**src/design/drt_pkg.sv**
```systemverilog
// types, constants and rectangle functions shared by the dirty rectangle tracker
// no dependencies; used by drt_cell, drt_ctrl and dirty_rectangle_tracker_unit
package drt_pkg;

   localparam int DEFAULT_CAPACITY = 8;
   localparam int COORD_W = 16;
   localparam int LIMIT_W = 4;
   localparam int REQ_DATA_W = 72;
   localparam int RSP_DATA_W = 72;

   localparam logic ACT_INVALIDATE = 1'b0;
   localparam logic ACT_TAKE = 1'b1;

   typedef struct packed {
      logic [COORD_W-1:0] h;
      logic [COORD_W-1:0] w;
      logic signed [COORD_W-1:0] y;
      logic signed [COORD_W-1:0] x;
   } rect_type;

   typedef struct packed {
      logic live;
      logic pend;
      logic forced;
      logic added;
      rect_type rect;
   } token_type;

   typedef struct packed {
      logic shift;
      logic clear;
   } cell_ctrl_type;

   typedef enum logic [1:0] {
      ST_IDLE,
      ST_SCAN,
      ST_TAKE
   } state_type;

   // right or bottom edge wrapped to 16 bits, compared with other edge minus one
   function automatic logic rect_near(rect_type a, rect_type b);
      logic [15:0] ar;
      logic [15:0] ab;
      logic [15:0] br;
      logic [15:0] bb;
      logic signed [16:0] axm;
      logic signed [16:0] aym;
      logic signed [16:0] bxm;
      logic signed [16:0] bym;
      logic far_x;
      logic far_y;
      ar = a.x + a.w;
      ab = a.y + a.h;
      br = b.x + b.w;
      bb = b.y + b.h;
      axm = $signed({a.x[15], a.x}) - 17'sd1;
      aym = $signed({a.y[15], a.y}) - 17'sd1;
      bxm = $signed({b.x[15], b.x}) - 17'sd1;
      bym = $signed({b.y[15], b.y}) - 17'sd1;
      far_x = ($signed({ar[15], ar}) < bxm) || ($signed({br[15], br}) < axm);
      far_y = ($signed({ab[15], ab}) < bym) || ($signed({bb[15], bb}) < aym);
      return !(far_x || far_y);
   endfunction

   // bounding box of two rectangles
   function automatic rect_type rect_merge(rect_type d, rect_type s);
      rect_type r;
      logic signed [17:0] dr;
      logic signed [17:0] sr;
      logic signed [17:0] db;
      logic signed [17:0] sb;
      logic [15:0] x2;
      logic [15:0] y2;
      r.x = ($signed(d.x) < $signed(s.x)) ? d.x : s.x;
      r.y = ($signed(d.y) < $signed(s.y)) ? d.y : s.y;
      dr = $signed({{2{d.x[15]}}, d.x}) + $signed({2'b00, d.w});
      sr = $signed({{2{s.x[15]}}, s.x}) + $signed({2'b00, s.w});
      db = $signed({{2{d.y[15]}}, d.y}) + $signed({2'b00, d.h});
      sb = $signed({{2{s.y[15]}}, s.y}) + $signed({2'b00, s.h});
      x2 = (dr > sr) ? dr[15:0] : sr[15:0];
      y2 = (db > sb) ? db[15:0] : sb[15:0];
      r.w = x2 - r.x;
      r.h = y2 - r.y;
      return r;
   endfunction

endpackage

```
**src/design/drt_ctrl.sv**
```systemverilog
// sequencer of the dirty rectangle tracker: request decode, token launch, take and result register
// depends on drt_pkg
module drt_ctrl #(
   parameter int CAPACITY = drt_pkg::DEFAULT_CAPACITY
) (
   input  logic                            clock,
   input  logic                            reset,
   input  logic                            req_tvalid,
   output logic                            req_tready,
   input  logic [drt_pkg::REQ_DATA_W-1:0]  req_tdata,
   input  logic                            req_tuser,
   output logic                            rsp_tvalid,
   input  logic                            rsp_tready,
   output logic [drt_pkg::RSP_DATA_W-1:0]  rsp_tdata,
   output logic                            rsp_tuser,
   output logic                            rsp_tlast,
   output drt_pkg::token_type              tok_o,
   input  drt_pkg::token_type              tail_i,
   input  drt_pkg::rect_type               head_i,
   output drt_pkg::cell_ctrl_type          ctl_o
);
   import drt_pkg::*;

   localparam int CW = $clog2(CAPACITY + 1);
   localparam int NW = (CW > LIMIT_W) ? CW : LIMIT_W;

   state_type               state_ff, state_in;
   token_type               tok_ff, tok_in;
   logic [CW-1:0]           count_ff, count_in;
   logic [NW-1:0]           n_ff, n_in;
   logic [NW-1:0]           k_ff, k_in;
   logic                    rsp_valid_ff, rsp_valid_in;
   logic [RSP_DATA_W-1:0]   rsp_data_ff, rsp_data_in;
   logic                    rsp_user_ff, rsp_user_in;
   logic                    rsp_last_ff, rsp_last_in;
   logic                    accept;
   logic                    out_free;
   logic                    last_load;
   logic [NW-1:0]           lim;
   rect_type                req_rect;

   assign req_tready = (state_ff == ST_IDLE);
   assign accept = req_tvalid && req_tready;
   assign out_free = !rsp_valid_ff || rsp_tready;
   assign req_rect = req_tdata[4*COORD_W-1:0];
   assign lim = (NW'(req_tdata[4*COORD_W +: LIMIT_W]) > NW'(CAPACITY)) ?
                NW'(CAPACITY) : NW'(req_tdata[4*COORD_W +: LIMIT_W]);
   assign last_load = (n_ff != '0) && (k_ff == n_ff - NW'(1));

   always_comb begin
      state_in = state_ff;
      tok_in = tok_ff;
      tok_in.live = 1'b0;
      tok_o = tok_ff;
      count_in = count_ff;
      n_in = n_ff;
      k_in = k_ff;
      rsp_valid_in = rsp_valid_ff && !rsp_tready;
      rsp_data_in = rsp_data_ff;
      rsp_user_in = rsp_user_ff;
      rsp_last_in = rsp_last_ff;
      ctl_o = '0;

      unique case (state_ff)
         ST_IDLE: begin
            if (accept) begin
               if (req_tuser == ACT_INVALIDATE) begin
                  tok_in.live = 1'b1;
                  tok_in.pend = 1'b1;
                  tok_in.forced = 1'b0;
                  tok_in.added = 1'b0;
                  tok_in.rect = req_rect;
                  state_in = ST_SCAN;
               end else begin
                  n_in = (NW'(count_ff) > lim) ? lim : NW'(count_ff);
                  k_in = '0;
                  state_in = ST_TAKE;
               end
            end
         end
         ST_SCAN: begin
            if (tail_i.live) begin
               // list full and nothing matched: fold into entry 0
               if (tail_i.pend) begin
                  tok_o.live = 1'b1;
                  tok_o.pend = 1'b1;
                  tok_o.forced = 1'b1;
                  tok_o.added = 1'b0;
                  tok_o.rect = tail_i.rect;
               end
               if (tail_i.added) begin
                  count_in = count_ff + CW'(1);
               end
               state_in = ST_IDLE;
            end
         end
         ST_TAKE: begin
            if (out_free) begin
               rsp_valid_in = 1'b1;
               if (n_ff == '0) begin
                  rsp_data_in = '0;
                  rsp_user_in = 1'b1;
                  rsp_last_in = 1'b1;
                  ctl_o.clear = 1'b1;
                  count_in = '0;
                  state_in = ST_IDLE;
               end else begin
                  rsp_data_in = '0;
                  rsp_data_in[4*COORD_W-1:0] = head_i;
                  rsp_data_in[4*COORD_W +: LIMIT_W] = n_ff[LIMIT_W-1:0];
                  rsp_user_in = 1'b0;
                  rsp_last_in = last_load;
                  ctl_o.shift = 1'b1;
                  k_in = k_ff + NW'(1);
                  if (last_load) begin
                     ctl_o.clear = 1'b1;
                     count_in = '0;
                     state_in = ST_IDLE;
                  end
               end
            end
         end
         default: begin
            state_in = ST_IDLE;
         end
      endcase
   end

   always_ff @(posedge clock) begin
      if (reset) begin
         state_ff <= ST_IDLE;
         tok_ff <= '0;
         count_ff <= '0;
         n_ff <= '0;
         k_ff <= '0;
         rsp_valid_ff <= 1'b0;
      end else begin
         state_ff <= state_in;
         tok_ff <= tok_in;
         count_ff <= count_in;
         n_ff <= n_in;
         k_ff <= k_in;
         rsp_valid_ff <= rsp_valid_in;
      end
   end

   always_ff @(posedge clock) begin
      rsp_data_ff <= rsp_data_in;
      rsp_user_ff <= rsp_user_in;
      rsp_last_ff <= rsp_last_in;
   end

   assign rsp_tvalid = rsp_valid_ff;
   assign rsp_tdata = rsp_data_ff;
   assign rsp_tuser = rsp_user_ff;
   assign rsp_tlast = rsp_last_ff;

   a_tail_in_scan: assert property (@(posedge clock) disable iff (reset)
      tail_i.live |-> state_ff == ST_SCAN)
      else $error("search token left the chain outside a scan");

   a_count_bound: assert property (@(posedge clock) disable iff (reset)
      count_ff <= CW'(CAPACITY))
      else $error("entry count above capacity");

   a_launch: assert property (@(posedge clock) disable iff (reset)
      (accept && req_tuser == ACT_INVALIDATE) |=> tok_ff.live && tok_ff.pend)
      else $error("invalidate did not launch a search token");

   a_take_clears: assert property (@(posedge clock) disable iff (reset)
      (state_ff == ST_TAKE && out_free && (n_ff == '0 || last_load)) |=>
      count_ff == '0 && state_ff == ST_IDLE && rsp_tlast)
      else $error("take did not end with a cleared list");

endmodule

```
**config.mk**
```make
export PLATFORM = sky130hd
export DESIGN_NAME = drt_ctrl
export DESIGN_NICKNAME = d
export VERILOG_FILES = /design/src/design/drt_pkg.sv /design/src/design/drt_ctrl.sv
export SDC_FILE = /design/constraint.sdc
export NUM_CORES = 1
export LEC_CHECK = 0
export ABC_AREA = 1
export BUFFER_PORTS_ARGS = -buffer_cell sky130_fd_sc_hd__buf_2
export CAP_MARGIN = 10
export CORE_AREA = 5 5 137 139
export DETAILED_ROUTE_END_ITERATION = 8
export DIE_AREA = 0 0 142 144
export GPL_ROUTABILITY_DRIVEN = 0
export PLACE_DENSITY_LB_ADDON = 0.2
export SLEW_MARGIN = 20
export SYNTH_ARGS = -nofsm -noshare
export SYNTH_HDL_FRONTEND = slang
export SYNTH_SLANG_ARGS = --single-unit
```
**constraint.sdc**
```tcl
create_clock -name clock -period 2.5 [get_ports clock]
set_clock_uncertainty 0.1 [all_clocks]
set_input_delay 0.125 -clock clock [delete_from_list [all_inputs] [get_ports clock]]
set_output_delay 0.125 -clock clock [all_outputs]
set_load 0.05 [all_outputs]
```
==> Yosys cells after proc, flatten, opt, wreduce, memory -nomap -nowiden <==
Index checks and enable logic that the tools add are counted.
{ "word_totals": {"reg_bits": 155, "input_bits": 209, "word_cells": 83} }
{ "op_classes": {"n_addsub": 3, "n_lt_le_gt_ge": 2, "n_eq_ne": 10, "muxes": 32, "bitwise_logic": 3, "n_reduce_logical": 18} }
{ "op_table": {"columns": ["operator", "count"], "rows": [
  ["$mux 68", 4],
  ["$mux 4", 11],
  ["$mux 2", 8],
  ["$pmux 4 s2", 2],
  ["$reduce_and 5->1", 2],
  ["$add 4x1->4 const B", 2],
  ["$ne 2x2->1 const B", 4],
  ["$mux 1", 6],
  ["$pmux 2 s3", 1],
  ["$reduce_and 3->1", 2],
  ["$eq 4x4->1", 1],
  ["$gt 4x4->1", 1],
  ["$gt 4x4->1 const B", 1],
  ["$logic_not 4->1", 1],
  ["$ne 2x1->1 const B", 2],
  ["$reduce_and 4->1", 1],
  ["$reduce_bool 2->1", 2],
  ["$reduce_bool 4->1", 1],
  ["$sub 4x1->4 const B", 1],
  ["$logic_and 1x1->1", 3],
  ["$ne 3x3->1 const B", 1],
  ["$not 1->1", 3],
  ["$reduce_or 3->1", 1],
  ["$eq 2x1->1 const B", 1],
  ["other kinds (5)", 6]
]} }

==> Longest topological paths before layout <==
{ "depth": {"ltp_word": 7, "mapped_depth": 14} }

==> Least setup slack after synthesis <==
Ideal clock, no wire load.
{ "synth_timing": {"path_kind": "flip-flop to output port", "startpoint": "register rsp_valid_ff, in the netlist rsp_tvalid", "endpoint": "output port ctl_o[0] (netlist bit)", "arrival_ps": 1942, "required_ps": 2275, "setup_slack_ps": 333, "path_stages_with_launch": 7, "n_path_buf": 0, "path_cell_list": "dfxtp_1 > inv_1 > or2_1 > inv_1 > nor2_8 > nand2_4 > inv_1"} }
{ "synth_lines": {"columns": ["item", "line_no", "source"], "rows": [
  ["start, declared", "drt_ctrl.sv:32", "logic rsp_valid_ff, rsp_valid_in;"],
  ["start signal, assigned", "drt_ctrl.sv:143", "rsp_valid_ff <= rsp_valid_in;"],
  ["end, declared", "drt_ctrl.sv:20", "output drt_pkg::cell_ctrl_type ctl_o"]
]} }

==> flow_summary_export.csv <==
group,metric,value,unit
cells_and_area,final_common_cell,"buf_2",
logic_synthesis,yosys-mux-area-fraction,0,
drt,dr.first_iter.drc_count,333,
logic_synthesis,yosysTopAreaCellShare,0.311,
sta,setup_violations,0,
logic_synthesis,ys_ff_latch,151,
critical_path,crit_required,2.28,ns
worst_hold_path,hold_depth,5,
logic_synthesis,ys_top_cells_by_area,"edfxtp_1 31%, dfxtp_1 24%, inv_1 8.3%, o21ai_1 7.7%, a21oi_1 6.2%",
critical_path,crit_buf_inv,4,
place,io_buffers,344,
logic_synthesis,synth_top_area_cell,"edfxtp_1",
cells_and_area,final_util,0.603,
sta,finalHoldViolCount,0,
floorplan,start_util,0.386,
critical_path,slowest_delay,0.37,ns
critical_path,critPathArrivalTime,2.15,ns
drt,viasPerCell,4.46,
outcome,status,"completed",
cells_and_area,area_delta_synth_final,56.4,%
floorplan,dieArea,20400,sq um
logic_synthesis,synthCells,807,
global_routing,grt_pass1_vias,6229,
logic_synthesis,yosysUniqueCellTypes,34,
clock_network,cts_tree,"yes",
sta,maxSlewViolCount,0,
logic_synthesis,synth_xor_area_frac,0.00259,
logic_synthesis,synth_compound_area_frac,0.164,
logic_synthesis,yosys.area_share.simple,0.132,
worst_hold_path,hold_end,"n_ff[1]",
global_routing,grt_pass1_wl,31700,um
critical_path,cp-start-kind,"flop",
critical_path,crit_path_frequent_cell,"nand2_1",
global_routing,grt_usage,0.193,
worst_hold_path,min_path_type,"input port to flop",
critical_path,r2r_end,"n_ff[0]",
floorplan,ios,355,
drt,avgRoutedWirePerCell,13.9,um
floorplan,die_h,144,um
drt,drc,0,
drt,detail-route-antenna-nets,0,
global_routing,grt_overflow,0,
logic_synthesis,postSynthAreaPerCell,8.38,sq um
drt,totalWireLength,21100,um
logic_synthesis,ys_seq_area_frac,0.551,
power,power,6.79,mW
sta,tns,0,ns
critical_path,reg2reg_depth,11,
critical_path,reg2reg_slack,0.28,ns
clock_network,clk_latency,0.41,ns
logic_synthesis,synth_warnings,0,
sta,rsz0062_at_grt,"false",
critical_path,reg2reg_from,"count_ff[0]",
cells_and_area,final_cell_mix,"343 x buf_2, 149 x inv_1, 136 x dlygate4sd3_1",
critical_path,cp_cell_sequence,"inv_2 > ha_1 > nand2_1 > inv_1 > nor2_1 > nand2_1 > nor2_1 > nand2_1 > nand2_2 > nand2_4 > inv_1 > buf_2",
place,place_inst,1344,
floorplan,rows,49,
clock_network,cts_buffers,17,
critical_path,slowest_stage,"dfxtp_1",
logic_synthesis,netlist_area,6760,sq um
critical_path,worstSetupEndpointType,"output pin",
critical_path,cp_max_fo,7,
logic_synthesis,synth_adder_area_share,0.0148,
critical_path,critical_path_class,"flop to output pin",
floorplan,coreArea,17500,sq um
sta,layout_setup_ws,0.121,ns
cells_and_area,fin_nets,1488,
place,dp_hpwl,14100,um
drt,num_vias,6750,
global_routing,antenna_found_initial,0,
drt,dr.pass1.iters,6,
power,ir_drop,0.000461,V
run,drv_cap,0,
clock_network,clk_pin_slew,0.06,ns
cells_and_area,layout.cells.non_filler,1513,
worst_hold_path,worstHoldStart,"req_tdata[65]",
critical_path,crit_cells,12,
sta,fmax,420,MHz
clock_network,cts_setup_buffers,0,
clock_network,cts_buffer_depth,2,
global_routing,grt_max_degree,99,
sta,fin_crit,2.38,ns
floorplan,die_x,142,um
critical_path,cp_top_family,"simple AND/OR/NAND/NOR gates",
cells_and_area,n_fill_cell,1551,
clock_network,htree_levels,4,
clock_network,cts-root-buf,"clkbuf_16",
power,leakage,5.07,nW
place,pre_cts_slack,0.509,ns
logic_synthesis,synth_top_family_by_area,"compound AO/OA/AOI/OAI gates",
cells_and_area,drive_above_1_share,0.320,
clock_network,clkSinkCount,151,
power,power_density,643,nW/um^2
sta,timing.final.crit_share,0.951,
cells_and_area,num_antenna_cells,0,
==> cell families after synthesis <==
kind of cell / count (synthesis)
AO/OA/AOI/OAI: 219
buffers and inverters: 212
flip-flops: 151
adder cells (fa/ha/maj): 8
AND/OR/NAND/NOR: 214
XOR/XNOR: 2
other: 1
==> layer usage <==
layer	track usage	vias to the layer above	part of all wire
met5	0	-	0
met3	0.0529	17	0.083
met2	0.330	275	0.49
li1	-	3490	-
met1	0.239	2968	0.42
met4	0.0566	0	0.013
==> Yosys cell counts <==
library cell  count
nor3_1            2
inv_1           149
buf_2            16
nor2_2            3
xor2_1            1
inv_2            13
a21oi_1          84
nor2_1           81
nand3b_1          1
nor2_4            1
nor2_8            1
dfxtp_1          81
o21ai_0          27
a211oi_2          1
nand2_4           3
nand4_1           1
or2_1             1
clkbuf_1         15
conb_1            1
o21bai_1          1
buf_6             7
nand2_1         105
edfxtp_1         70
o21ai_1         104
or2_2             1
buf_1             1
ha_1              8
o211ai_1          1
nand3_1          11
nand3_2           1
xnor2_1           1
o31ai_1           1
nand2_2           2
buf_4            11
==> tightest hold or removal path: stages <==
cell and delay, ns:
buf_2 0.10, nand2_1 0.08, o21ai_0 0.08, nand2_1 0.06, inv_1 0.03
==> timing repair <==
item	CTS	global route
hold endpoints to repair	138	0
gates resized for setup	0	4
setup endpoints to repair	0	49
hold buffers	136	0
==> power by group <==
group | leakage [nW] | total [mW] | internal, mW | switching [mW]
logic | 3.49 | 1.61 | 0.539 | 1.08
registers | 1.32 | 2.81 | 2.77 | 0.0465
clock network | 0.256 | 2.37 | 1.29 | 1.08
total | 5.07 | 6.79 | 4.60 | 2.20
==> state kept, by name (all words and copies together), names as in the netlist <==
register    cells
count_ff        4
k_ff            4
n_ff            4
rsp_tdata      68
rsp_tlast       1
rsp_tuser       1
rsp_tvalid      1
state_ff        2
tok_ff         66
==> metrics by stage <==
step	hold WS (ns)	cell area, sq um
after floorplan	0.170	6780
after global placement	0.285	8630
after detailed placement	0.293	8630
after CTS	0.00382	10500
after global routing	0.0382	10600
final	0.0202	10600
==> layout make-up <==
class	instances	area [sq um]	area share
well taps	229	287	0.0271
repair buffers	491	3260	0.308
inverters	162	613	0.0580
multi-input cells	448	2150	0.203
flip-flops and latches	151	3720	0.352
clock buffers	17	425	0.0402
clock inverters	15	118	0.0111
==> worst max-delay path by stage <==
| stage | from | slack [ns] | to |
|---|---|---|---|
| after floorplan | rsp_tvalid | 0.33 | ctl_o[0] |
| after global placement | state_ff[0] | 0.54 | tok_o[1] |
| after detailed placement | state_ff[0] | 0.51 | tok_o[1] |
| after CTS | state_ff[0] | 0.05 | tok_o[1] |
| after global routing | req_tdata[67] | 0.005 | n_ff[0] |
| final | n_ff[0] | 0.12 | ctl_o[0] |
Power figures use the tool's default switching activity.
