--- src/design/drt_pkg.sv ---
// types, constants and rectangle functions shared by the dirty rectangle tracker
// no dependencies; used by drt_cell, drt_ctrl and dirty_rectangle_tracker_unit
package drt_pkg;

   localparam int DEFAULT_CAPACITY = 8;
   localparam int COORD_W = 16;
   localparam int LIMIT_W = 4;
   localparam int REQ_DATA_W = 72;
   localparam int RSP_DATA_W = 72;

   localparam logic ACT_INVALIDATE = 1'b0;
   localparam logic ACT_TAKE = 1'b1;

   typedef struct packed {
      logic [COORD_W-1:0] h;
      logic [COORD_W-1:0] w;
      logic signed [COORD_W-1:0] y;
      logic signed [COORD_W-1:0] x;
   } rect_type;

   typedef struct packed {
      logic live;
      logic pend;
      logic forced;
      logic added;
      rect_type rect;
   } token_type;

   typedef struct packed {
      logic shift;
      logic clear;
   } cell_ctrl_type;

   typedef enum logic [1:0] {
      ST_IDLE,
      ST_SCAN,
      ST_TAKE
   } state_type;

   // right or bottom edge wrapped to 16 bits, compared with other edge minus one
   function automatic logic rect_near(rect_type a, rect_type b);
      logic [15:0] ar;
      logic [15:0] ab;
      logic [15:0] br;
      logic [15:0] bb;
      logic signed [16:0] axm;
      logic signed [16:0] aym;
      logic signed [16:0] bxm;
      logic signed [16:0] bym;
      logic far_x;
      logic far_y;
      ar = a.x + a.w;
      ab = a.y + a.h;
      br = b.x + b.w;
      bb = b.y + b.h;
      axm = $signed({a.x[15], a.x}) - 17'sd1;
      aym = $signed({a.y[15], a.y}) - 17'sd1;
      bxm = $signed({b.x[15], b.x}) - 17'sd1;
      bym = $signed({b.y[15], b.y}) - 17'sd1;
      far_x = ($signed({ar[15], ar}) < bxm) || ($signed({br[15], br}) < axm);
      far_y = ($signed({ab[15], ab}) < bym) || ($signed({bb[15], bb}) < aym);
      return !(far_x || far_y);
   endfunction

   // bounding box of two rectangles
   function automatic rect_type rect_merge(rect_type d, rect_type s);
      rect_type r;
      logic signed [17:0] dr;
      logic signed [17:0] sr;
      logic signed [17:0] db;
      logic signed [17:0] sb;
      logic [15:0] x2;
      logic [15:0] y2;
      r.x = ($signed(d.x) < $signed(s.x)) ? d.x : s.x;
      r.y = ($signed(d.y) < $signed(s.y)) ? d.y : s.y;
      dr = $signed({{2{d.x[15]}}, d.x}) + $signed({2'b00, d.w});
      sr = $signed({{2{s.x[15]}}, s.x}) + $signed({2'b00, s.w});
      db = $signed({{2{d.y[15]}}, d.y}) + $signed({2'b00, d.h});
      sb = $signed({{2{s.y[15]}}, s.y}) + $signed({2'b00, s.h});
      x2 = (dr > sr) ? dr[15:0] : sr[15:0];
      y2 = (db > sb) ? db[15:0] : sb[15:0];
      r.w = x2 - r.x;
      r.h = y2 - r.y;
      return r;
   endfunction

endpackage

--- src/design/drt_cell.sv ---
// one list entry of the dirty rectangle tracker, with its stage of the search token
// depends on drt_pkg
module drt_cell (
   input  logic                   clock,
   input  logic                   reset,
   input  drt_pkg::token_type     tok_i,
   output drt_pkg::token_type     tok_o,
   input  drt_pkg::rect_type      nbr_rect_i,
   input  logic                   nbr_valid_i,
   input  drt_pkg::cell_ctrl_type ctl_i,
   output drt_pkg::rect_type      entry_o,
   output logic                   valid_o
);
   import drt_pkg::*;

   rect_type  entry_ff, entry_in;
   logic      valid_ff, valid_in;
   token_type tok_ff, tok_in;
   logic      active;
   logic      hit;
   logic      app;

   assign active = tok_i.live && tok_i.pend;
   assign hit = active && valid_ff && (tok_i.forced || rect_near(entry_ff, tok_i.rect));
   assign app = active && !valid_ff && !tok_i.forced;

   always_comb begin
      entry_in = entry_ff;
      if (ctl_i.shift) begin
         entry_in = nbr_rect_i;
      end else if (hit) begin
         entry_in = rect_merge(entry_ff, tok_i.rect);
      end else if (app) begin
         entry_in = tok_i.rect;
      end

      valid_in = valid_ff;
      if (ctl_i.clear) begin
         valid_in = 1'b0;
      end else if (ctl_i.shift) begin
         valid_in = nbr_valid_i;
      end else if (app) begin
         valid_in = 1'b1;
      end

      tok_in = tok_i;
      tok_in.live = tok_i.live && !tok_i.forced;
      tok_in.pend = tok_i.pend && !hit && !app;
      tok_in.forced = 1'b0;
      tok_in.added = tok_i.added || app;
   end

   always_ff @(posedge clock) begin
      if (reset) begin
         valid_ff <= 1'b0;
         tok_ff <= '0;
      end else begin
         valid_ff <= valid_in;
         tok_ff <= tok_in;
      end
   end

   always_ff @(posedge clock) begin
      entry_ff <= entry_in;
   end

   assign tok_o = tok_ff;
   assign entry_o = entry_ff;
   assign valid_o = valid_ff;

endmodule

--- config.mk ---
export PLATFORM = sky130hd
export DESIGN_NAME = drt_cell
export DESIGN_NICKNAME = d
export VERILOG_FILES = /design/src/design/drt_pkg.sv /design/src/design/drt_cell.sv
export SDC_FILE = /design/constraint.sdc
export NUM_CORES = 1
export LEC_CHECK = 0
export BUFFER_PORTS_ARGS = -buffer_cell sky130_fd_sc_hd__buf_4
export CELL_PAD_IN_SITES_DETAIL_PLACEMENT = 1
export CELL_PAD_IN_SITES_GLOBAL_PLACEMENT = 1
export CORE_ASPECT_RATIO = 0.9
export CORE_UTILIZATION = 46
export DETAILED_ROUTE_END_ITERATION = 12
export PLACE_DENSITY_LB_ADDON = 0.1
export SETUP_SLACK_MARGIN = 0.1
export SYNTH_ARGS = -nofsm -noshare
export SYNTH_HDL_FRONTEND = slang
export SYNTH_SLANG_ARGS = --single-unit
--- constraint.sdc ---
create_clock -name clock -period 16.2 [get_ports clock]
set_input_delay 2.43 -clock clock [delete_from_list [all_inputs] [get_ports clock]]
set_output_delay 2.43 -clock clock [all_outputs]
set_load 0.03 [all_outputs]
Word-level counts from Yosys, hierarchy flattened
Index checks and enable logic that the tools add are counted.
- flip-flop bits (word level): 133
- word-level logic and storage cells: 65
- input bits: 137
- output and inout port bits: 133
- add/subtract/negate cells: 14
- multiplexer cells: 9
- reduce and logical (&&, ||, !) cells: 21
- magnitude comparators: 8
- operators by type and width (kind ; count):
    $mux 64 ; 3
    $add 16x17->18 ; 4
    $lt 16x17->1 ; 4
    $sub 16x2->17 const B ; 4
    $add 16x16->16 ; 4
    $mux 16 ; 4
    $gt 18x18->1 ; 2
    $lt 16x16->1 ; 2
    $sub 16x16->16 ; 2
    $logic_and 1x1->1 ; 8
    $logic_not 1->1 ; 5
    $logic_or 1x1->1 ; 5
    $reduce_bool 3->1 ; 1
    $mux 1 ; 2
    $reduce_bool 2->1 ; 1
    $reduce_or 2->1 ; 1

Longest topological paths before layout
Gate-level depths: netlist of run 1.
- depth after elaboration: 10
- mapped depth: 37
- depth with buffers taken out: 36

Worst setup path before layout of run 1
Ideal clock, no wire load.
- kind: input port to flip-flop
- start: input tok_i[0] (netlist name)
- end: register entry_ff (netlist bit entry_o[46]) (data pin)
- slack: 7.552 ns
- stages on the path: 32
- required time: 15.934 ns
- setup time: 0.266 ns
- data arrival time: 8.382 ns
- path buffers: 1
- path through: ha_1 fa_1 a211oi_1 o21bai_1 a31o_2 a21o_1 a21oi_1 xnor2_1 inv_1 ha_1 nand3_1 a21oi_1 a211o_1 maj3_1 a31oi_1 a21boi_4 buf_2 nand2_1 o21ai_0 fa_1 a21o_1 a21oi_1 o21bai_1 a21o_1 a21oi_1 o21ai_0 o41a_1 a21o_1 a21oi_1 xnor2_1 mux2i_1 o21ai_1
- RTL lines (element ; RTL line ; text):
    from (decl) ; drt_cell.sv:6 ; input drt_pkg::token_type tok_i,
    to (signal assigned) ; drt_cell.sv:64 ; entry_ff <= entry_in;
    to (decl) ; drt_cell.sv:16 ; rect_type entry_ff, entry_in;

==> results of run 1 <==
## cell type report
cell class              count  area [um^2]  area share, %
inverters                 103          387           2.25
clock inverters            10          146          0.854
repair buffers            276         2070           12.1
multi-input cells        1380        10300           59.9
clock buffers              22          475           2.77
well taps                 403          504           2.94
flip-flops and latches    132         3280           19.1
## worst register-to-register path, delay by kind of cell (launching register included)
family,cells,cell delay (ns)
flip-flops,1,0.60
adder cells (fa/ha/maj),4,1.39
multiplexers,2,0.42
AND/OR/NAND/NOR,7,1.60
buffers and inverters,2,0.19
AO/OA/AOI/OAI,15,3.81
XOR/XNOR,2,0.33
## worst max-delay path by stage
stage	start	slack, ns	to	depth (start not counted)
floorplan	tok_i[0]	7.55	entry_o[46]	32
global placement	tok_i[21]	6.44	entry_o[62]	35
detailed placement	tok_i[16]	6.28	entry_o[62]	32
CTS	tok_i[16]	6.68	entry_o[62]	32
global route	tok_i[2]	5.92	entry_o[47]	30
finish	tok_i[2]	6.51	entry_o[46]	33
## per-layer routing
layer	track usage [%]	share of wire (%)	up-vias
met3	7.80	7.7	101
li1	-	-	6543
met5	0	0.042	-
met4	10.9	2.5	4
met1	46.0	45	6797
met2	54.5	44	559
## state kept, by name, indices dropped and copies added (netlist names)
signal   cells
valid_o      1
tok_o       67
entry_o     64
## power by group through the flow
stage | clock, W | sequential [W] | combinational [W]
final | 0.000432 | 0.000410 | 0.00121
after global routing | 0.000443 | 0.000412 | 0.00132
after CTS | 0.000434 | 0.000410 | 0.00119
after detailed placement | 0 | 0.000416 | 0.00117
after global placement | 0 | 0.000416 | 0.00113
after floorplan | 0 | 0.000449 | 0.000780
## per-stage QoR
stage | area, um^2 | hold slack (ns)
after floorplan | 14100 | 0.770
after global placement | 16500 | 0.679
after detailed placement | 16500 | 0.678
after CTS | 17100 | 0.691
after global routing | 17100 | 0.757
final | 17100 | 0.693
## logic make-up after synthesis
group | share of synthesized area, %
muxes | 7.82
buffers and inverters | 4.27
DFF | 23.2
other | 0.0265
adders and majority gates | 20.8
xor gates and xnor gates | 8.67
AOI/OAI and AO/OA | 18.8
and+or+nand+nor | 16.4
## placed cells by master (no fill, tap or decap), types with 43 or more instances in the layout
cell        n
mux2i_1    61
xnor2_1    99
mux2_2     43
nor2_1    155
o21ai_0    69
a21oi_1   147
nor2b_1    47
buf_4     276
edfxtp_1   64
inv_1     101
ha_1      222
dfxtp_1    68
nand2_1    98
==> results by stage, run 1 <==
Timing:
- The number of pins with negative max-slew slack in the final report came to 0.
- Setup repair after global routing left no endpoint under its margin.
- Across the routed clock network, the largest skew measured is 0.0128 ns.
- The worst pin sits at a relative slew slack of 15.8%.
- The hold violation count in the final report was 0.
- For the final routed database, the setup TNS stands at 0 ns.
- The smallest clock period supported by the final layout is computed as 9.69 ns.
- The post-route clock period utilization is 59.8%.
- Setup violations remaining at the end of the flow were counted as 0.
- At the pin with the least slew margin, the transition time is 1.23 ns.
- Across all setup checks in the final design, the least slack found is 6.51 ns.
- Static timing analysis puts the maximum clock frequency at 0.103 GHz.

Placement:
- The total instance count after detailed placement is 2,294.
- At the end of routability-driven placement, the weighted congestion stood at 0.962.
- The worst setup slack after placement is 6.28 ns.
- The number of port buffers is 268.
- The wire-length estimate of the detail-placed layout is 42,200 um.

Power:
- Across the VDD grid, the largest voltage drop is 0.0771 mV.
- The overall power of the completed layout is 0.00205 W.
- The net switching power is 0.000926 W.
- The sequential power share is 20.0%.
- Dividing total power by cell area gives a power density of 120 mW/mm^2.
- Combinational logic burns 59.0% of the power.
- The reported leakage power is 7.73 nW.
- The clock share of power is 21.0%.
- The switching share of power is 45.1%.
- The internal portion of the total power is 0.00113 W.

Drt:
- The number of DRC markers after the initial detailed-route iteration is 1,030.
- After detailed routing, the number of remaining DRC violations is 0.
- The detailed-routing iteration count for the pre-antenna-repair pass is 5.
- After detailed routing, the average wire length per cell comes to 23.3 um.
- The number of vias per cell after detailed routing is 6.02.
- Summed over all layers, the routed wires come to 54,200 um.
- The total number of vias is 14,000.
- The detail route stage leaves a number of antenna-violating nets equal to 0.

Floorplanning:
- The floorplan step set the die height to 168 um.
- The initial core utilization is 47.1%.
- The core area is 0.0300 mm^2.
- The horizontal die dimension is 187 um.
- The count of pins on the block boundary is 270.
- The die covers 0.0314 mm^2.
- The site row count is 60.

Logic synthesis:
- The gate count of the mapped netlist is 1,663.
- The number of nets handed over by synthesis was 2,028.
- The share of the Yosys chip area taken by registers is 23.2%.
- Sorting the synthesized cells by area gives the leading types as ha_1, edfxtp_1, dfxtp_1, xnor2_1, a21oi_1.
- In this run, synthesis inferred 64 flip-flops with an integrated enable.
- The most frequent cell after synthesis is ha_1.
- The flip-flop and latch count after synthesis is 132.
- The commonest cells after synthesis are ha_1, nor2_1, a21oi_1, inv_1, xnor2_1.
- The synthesized area is 0.0141 mm^2.
- The number of warnings reported in the yosys synthesis log is 0.
- The share of synthesized registers carrying an async set or reset is 0%.
- The mean instance size in the synthesized netlist is 8.50 um^2.
- The post-synthesis cell type with the largest combined area is ha_1.
- The number of different library cells in the post-synthesis netlist is 80.
- Summed over its instances, the top area cell type makes up 19.6% of the synthesized netlist area.
- The predominant post-synthesis flop cell is dfxtp_1.

Min path:
- For hold timing, the worst endpoint is valid_o.
- The start point of the worst min-delay path is valid_o.
- The worst min-delay path category is flop to flop.
- The worst hold path was traced through 4 stages.

Worst setup path:
- The slack of the worst reg-to-reg path is 7.60 ns.
- The cell type of the slowest stage on the worst timing path is a21boi_4.
- At the worst endpoint, the arrival time is 9.86 ns.
- The kind of end point of the critical path is a flop.
- In this run the critical register-to-register path is launched from entry_o[3].
- The critical path startpoint category is a primary input.
- The required time of the worst setup path is 16.37 ns.
- In this run the worst path has a maximum fanout of 27.
- The sum of buffers and inverters on the critical path is 2.
- The type of the setup path with the least slack is primary input to flop.
- The logic depth of the worst register-to-register path is 32.
- The stage delay of the slowest cell on the critical path is 0.65 ns.
- Among the stages of the critical path, the cell type that occurs most often is a21oi_1.
- The critical register-to-register path endpoint is entry_o[46].
- The cell family contributing the most delay on the critical path is compound AO/OA/AOI/OAI gates.

Job:
- Across the run, the number of max-cap violations was 0.

Outcome:
- The run finished with clean final reports.

Cells and area:
- The number of antenna cells inserted is 0.
- After the last flow step, the layout net total stands at 2,275.
- The count of cells in the finished layout, fillers not included, comes to 2,326.
- The share of layout cells above drive strength 1 is 19.2%.
- The synthesis-to-finish area growth is 21.3%.
- The fill cell instance count of the final layout is 3,607.
- Cells fill 57.1% of the core in the end.

Clock tree:
- The number of hold-repair buffers added at the cts stage is 0.
- Counting along the longest clock path gives a buffer depth of 2.
- In this run the post-CTS setup repair buffer count came out at 0.
- The depth of the CTS H-tree is 4.
- The CTS clock-pin slew for the worst setup and hold paths is 0.06 ns.
- The TritonCTS buffer count is 17.
- At the later pin of the worst-skew pair, clock insertion delay measures 0.45 ns.
- Once the clock tree was built, the resizer swapped 0 gates to a different size.
- The clock net in this run drives a total of 132 sinks.
- TritonCTS built the clock tree.
- The tree is rooted in a clkbuf_16.

Global route:
- Global routing finished with a remaining overflow of 0.
- The number of antenna violations at the first check in global routing is 2.
- The first global-routing pass estimated 83,500 um of wire.
- The number of global-route vias before repair is 14,500.
- The pin count of the biggest net entering global routing is 69.
- Across every metal layer, demand over resource in global routing totals 34.3%.
No activity file was read; power rests on OpenSTA's default activity.
==> inputs of run 2 (changes only) <==
--- a/config.mk
+++ b/config.mk
@@ -5,11 +5,12 @@
 export SDC_FILE = /design/constraint.sdc
 export NUM_CORES = 1
 export LEC_CHECK = 0
+export ABC_AREA = 1
 export BUFFER_PORTS_ARGS = -buffer_cell sky130_fd_sc_hd__buf_4
 export CELL_PAD_IN_SITES_DETAIL_PLACEMENT = 1
 export CELL_PAD_IN_SITES_GLOBAL_PLACEMENT = 1
 export CORE_ASPECT_RATIO = 0.9
-export CORE_UTILIZATION = 46
+export CORE_UTILIZATION = 37
 export DETAILED_ROUTE_END_ITERATION = 12
 export PLACE_DENSITY_LB_ADDON = 0.1
 export SETUP_SLACK_MARGIN = 0.1
==> constraint.sdc (replaced) <==
create_clock -name clock -period 8.3 [get_ports clock]
set_input_delay 1.245 -clock clock [delete_from_list [all_inputs] [get_ports clock]]
set_output_delay 1.245 -clock clock [all_outputs]
set_load 0.03 [all_outputs]
==> run 2 against run 1 <==
Compared with the run above: combinational power rose by 110%; utilization fell by 11 points; die area rose by 28%; non-clock buffer count rose by 4; clock power rose by 74%; sequential share of layout area fell by 0.65 points; total power rose by 99%; critical endpoint is now entry_o[62]; highest routed layer is now met4.
==> results by stage, run 2 <==
Outcome:
- The flow ran to the end, and the final reports show no timing, DRC or antenna violations.

Drt:
- The number of vias per cell after detailed routing is 5.22 (-13%).
- The detailed-route DRC error count came to 0 (unchanged).
- The final antenna-violating net count is 0 (unchanged).
- The wire length after detailed routing is 59,600 um (+9.9%).
- The routed length per instance is 20.0 um (-14%).
- The total number of vias is 15,500 (+11%).
- The detailed-routing iteration count for the pre-antenna-repair pass is 5 (unchanged).
- The number of DRC markers after the initial detailed-route iteration is 994 (-3.5%).

Worst setup path:
- The stage delay of the slowest cell on the critical path was 0.41 ns (-0.24 ns).
- The required time of the worst setup path is 8.52 ns (-7.85 ns).
- The critical path's most frequent cell is nand2_1.
- STA classifies the critical path endpoint as a flop.
- The cell type of the slowest stage on the worst timing path is fa_1.
- The critical register-to-register path endpoint is entry_o[62].
- The worst register-to-register path begins at entry_o[16].
- The biggest fanout along the worst timing path is 32 (+19%).
- The type of the setup path with the least slack is primary input to flop.
- The logic depth of the worst register-to-register path is 41 (+28%).
- The arrival time reported for the critical path endpoint is 7.45 ns (-2.41 ns).
- STA classifies the critical path startpoint as a primary input.
- The slack of the worst reg-to-reg path was 1.21 ns (-6.39 ns).

Power:
- The power density over the cells came to 230 mW/mm^2 (+92%).
- The net switching power is 0.00201 W (+120%).
- The sequential power share came to 19.6% (-0.4 points).
- The design internal power was 0.00206 W (+83%).
- The switching share of power came to 49.4% (+4.3 points).
- The combinational cell fraction of total power was 62.0% (+3.0 points).
- The reported leakage power is 9.44 nW (+22%).
- The clock share of power is 18.5% (-2.5 points).
- The peak supply drop is 0.160 mV (+110%).

Logic synthesis:
- The most frequent cell after synthesis is nand2_1.
- After synthesis, the most frequently instantiated cells are nand2_1, inv_1, ha_1, nor2_1, nand3_1.
- The gate count of the mapped netlist is 2,183 (+31%).
- The number of synthesized flops with an enable pin is 64 (unchanged).
- The number of warnings reported in the yosys synthesis log is 0 (unchanged).
- The area share of the largest cell type after synthesis is 19.0% (-0.67 points).
- The flip-flop and latch count after synthesis came to 132 (unchanged).
- The synthesized area is 0.0146 mm^2 (+3.5%).
- The number of different library cells in the post-synthesis netlist came to 55 (-31%).
- The mean instance size in the synthesized netlist was 6.70 um^2 (-21%).
- The synthesized design spends more area on one cell type than any other, namely ha_1.
- In the post-synthesis netlist, the biggest area contributors are ha_1, nand2_1, edfxtp_1, dfxtp_1, inv_1.
- The predominant post-synthesis flop cell is dfxtp_1.
- The share of synthesized registers carrying an async set or reset is 0% (unchanged).
- The number of nets produced by synthesis is 2,548 (+26%).
- The sequential share of the synthesized area is 22.4% (-0.79 points).

Global route:
- The overall global routing resource usage was 29.9% (-4.4 points).
- The pin count of the biggest net entering global routing is 69 (unchanged).
- The leftover overflow at the end of global routing is 0 (unchanged).
- The first-pass GRT wire length was 91,400 um (+9.5%).
- The number of global-route vias before repair is 15,900 (+9.6%).
- The number of antenna violations at the first check in global routing is 0 (-2).

Cells and area:
- The number of antenna cells inserted is 0 (unchanged).
- The number of nets in the finished design is 2,799 (+23%).
- The synthesis-to-finish area growth is 21.2% (about the same).
- The share of layout cells above drive strength 1 is 14.5% (-4.6 points).
- The number of flip-flops in the largest register is 67 (unchanged).
- In the layout the commonest cells are nand2_1, buf_4, inv_1.
- The final instance area was 0.0177 mm^2 (+3.5%).
- The end-of-flow core utilization is 45.9% (-11 points).
- The most frequent standard cell in the layout excluding fill and tap cells is nand2_1.

Min path:
- In this run the most critical hold path is launched from valid_o.
- The worst min-delay path category is flop to flop.
- The endpoint of the worst hold-timing path is valid_o.
- The worst hold path stage count was 4 (unchanged).

Placement:
- The half-perimeter wire length of the detailed placement result came to 48,200 um (+14%).
- The worst setup slack after placement is 0.714 ns (-5.57 ns).
- The placed cell area is 0.0172 mm^2 (+4.0%).
- The number of port buffers is 268 (unchanged).
- The weighted congestion at the end of routability-driven global placement is 0.947 (-1.5%).

Timing:
- The clock tree skew after final layout was 0.0145 ns (+0.00167 ns).
- Setup repair after global routing left no endpoint under its margin.
- The setup TNS is 0 ns (unchanged).
- The transition time at the pin with the least slew margin was 1.07 ns (-0.163 ns).
- The worst path setup slack after routing came to 1.07 ns (-5.44 ns).
- The hold violation count in the final report is 0 (unchanged).
- Counting I/O delays and the setup requirement, the final critical path takes 7.23 ns.
- The number of pins with negative max-slew slack in the final report is 0 (unchanged).
- The setup violation total in the final timing report is 0 (unchanged).
- The post-route clock period utilization is 87.1%.
- Derived from the worst setup path, the maximum achievable clock frequency is 0.138 GHz.
- The headroom to the max-slew limit is 28.6% (+13 points).

Clock tree:
- The clock sink total is 132 (unchanged).
- The number of setup buffers added after CTS is 0 (unchanged).
- The maximum buffer depth of the clock tree is 2 (unchanged).
- The clock latency at the later pin of the worst-skew pair is 0.48 ns (+0.03 ns).
- TritonCTS built the clock tree.
- The TritonCTS buffer count came to 17 (unchanged).
- The CTS clock-pin slew for the worst setup and hold paths is 0.07 ns (about the same).
- The quantity of gates resized following cts is 0 (unchanged).
- The depth of the CTS H-tree is 4 (unchanged).
- In this run the clock root is driven by a clkbuf_16.
- The number of hold-repair buffers added at the cts stage came to 0 (unchanged).

Floorplanning:
- The horizontal die dimension was 212 um (+13%).
- The die boundary height is 191 um (+13%).
- The site row count is 68 (+13%).
- The count of pins on the block boundary was 270 (unchanged).
- The initial core utilization is 37.9% (-9.2 points).
- The full die area is 0.0404 mm^2 (+28%).
- The core area is 0.0386 mm^2 (+29%).

Job:
- The max-cap violation count was 0 (unchanged).
[run 2: cell count changes in the layout (fill, tap and decap cells not counted), moves of 31 or more]
cell | before | now
a21o_1 | 36 | 4
inv_1 | 101 | 251
mux2_2 | 43 | 0
mux2i_1 | 61 | 0
nand2_1 | 98 | 675
nand3_1 | 34 | 168
nor2b_1 | 47 | 0
o21ai_1 | 38 | 7
xnor2_1 | 99 | 34
xor2_1 | 41 | 96
[run 2: worst max path at each step]
stage | from | slack [ns] | cells after the start | to
after floorplan | tok_i[16] | 2.02 | 41 | entry_o[62]
after global placement | tok_i[16] | 0.96 | 42 | entry_o[62]
after detailed placement | tok_i[16] | 0.71 | 42 | entry_o[62]
after CTS | tok_i[16] | 1.18 | 42 | entry_o[62]
after global routing | tok_i[16] | 0.46 | 42 | entry_o[62]
final | tok_i[16] | 1.07 | 42 | entry_o[62]
[run 2: layout make-up]
class	count	area [um^2]
clock inverter	13	101
clock buffer	19	453
tap	525	657
inverter	263	988
multi-input combinational	1740	10100
timing repair buffer	280	2110
fill	5150	20900
sequential	132	3280
[run 2: cell families after synthesis]
| family | share of synthesized area [%] |
|---|---|
| fa+ha+maj | 19.8 |
| other cells | 0.0256 |
| simple gates | 31.3 |
| flops | 22.4 |
| buf+inv | 8.33 |
| compound gates | 10.3 |
| xor+xnor | 7.84 |
[run 2: critical path: cells and delay by family]
kind | cells | cell delay [ns]
XOR/XNOR | 2 | 0.21
AO/OA/AOI/OAI | 11 | 1.78
AND/OR/NAND/NOR | 19 | 2.15
adder cells (fa/ha/maj) | 5 | 1.51
buffers and inverters | 5 | 0.52
[run 2: stage by stage]
| stage | total power [W] | hold slack, ns | std cells |
|---|---|---|---|
| 6_report | 0.00408 | 0.615 | 2972 |
| 5_1_grt | 0.00443 | 0.673 | 2972 |
| 4_1_cts | 0.00408 | 0.620 | 2972 |
| 3_5_place_dp | 0.00331 | 0.609 | 2940 |
| 3_3_place_gp | 0.00323 | 0.591 | 2940 |
| 2_1_floorplan | 0.00255 | 0.700 | 2183 |
[run 2: power groups by stage]
stage | Sequential [W] | Clock, W | Combinational (W)
6_report | 0.000797 | 0.000752 | 0.00253
3_5_place_dp | 0.000811 | 0 | 0.00250
4_1_cts | 0.000797 | 0.000764 | 0.00252
5_1_grt | 0.000801 | 0.000787 | 0.00284
2_1_floorplan | 0.000879 | 0 | 0.00167
3_3_place_gp | 0.000811 | 0 | 0.00242
[run 2: layer usage]
metal  part of all wire (%)  vias to the layer above  global-route usage (%)
li1                       -                     7624                       -
met3                    5.5                       66                    4.45
met4                    2.0                        0                    7.86
met2                     44                      430                    47.7
met1                     49                     7386                    41.8
met5                      0                        -                       0
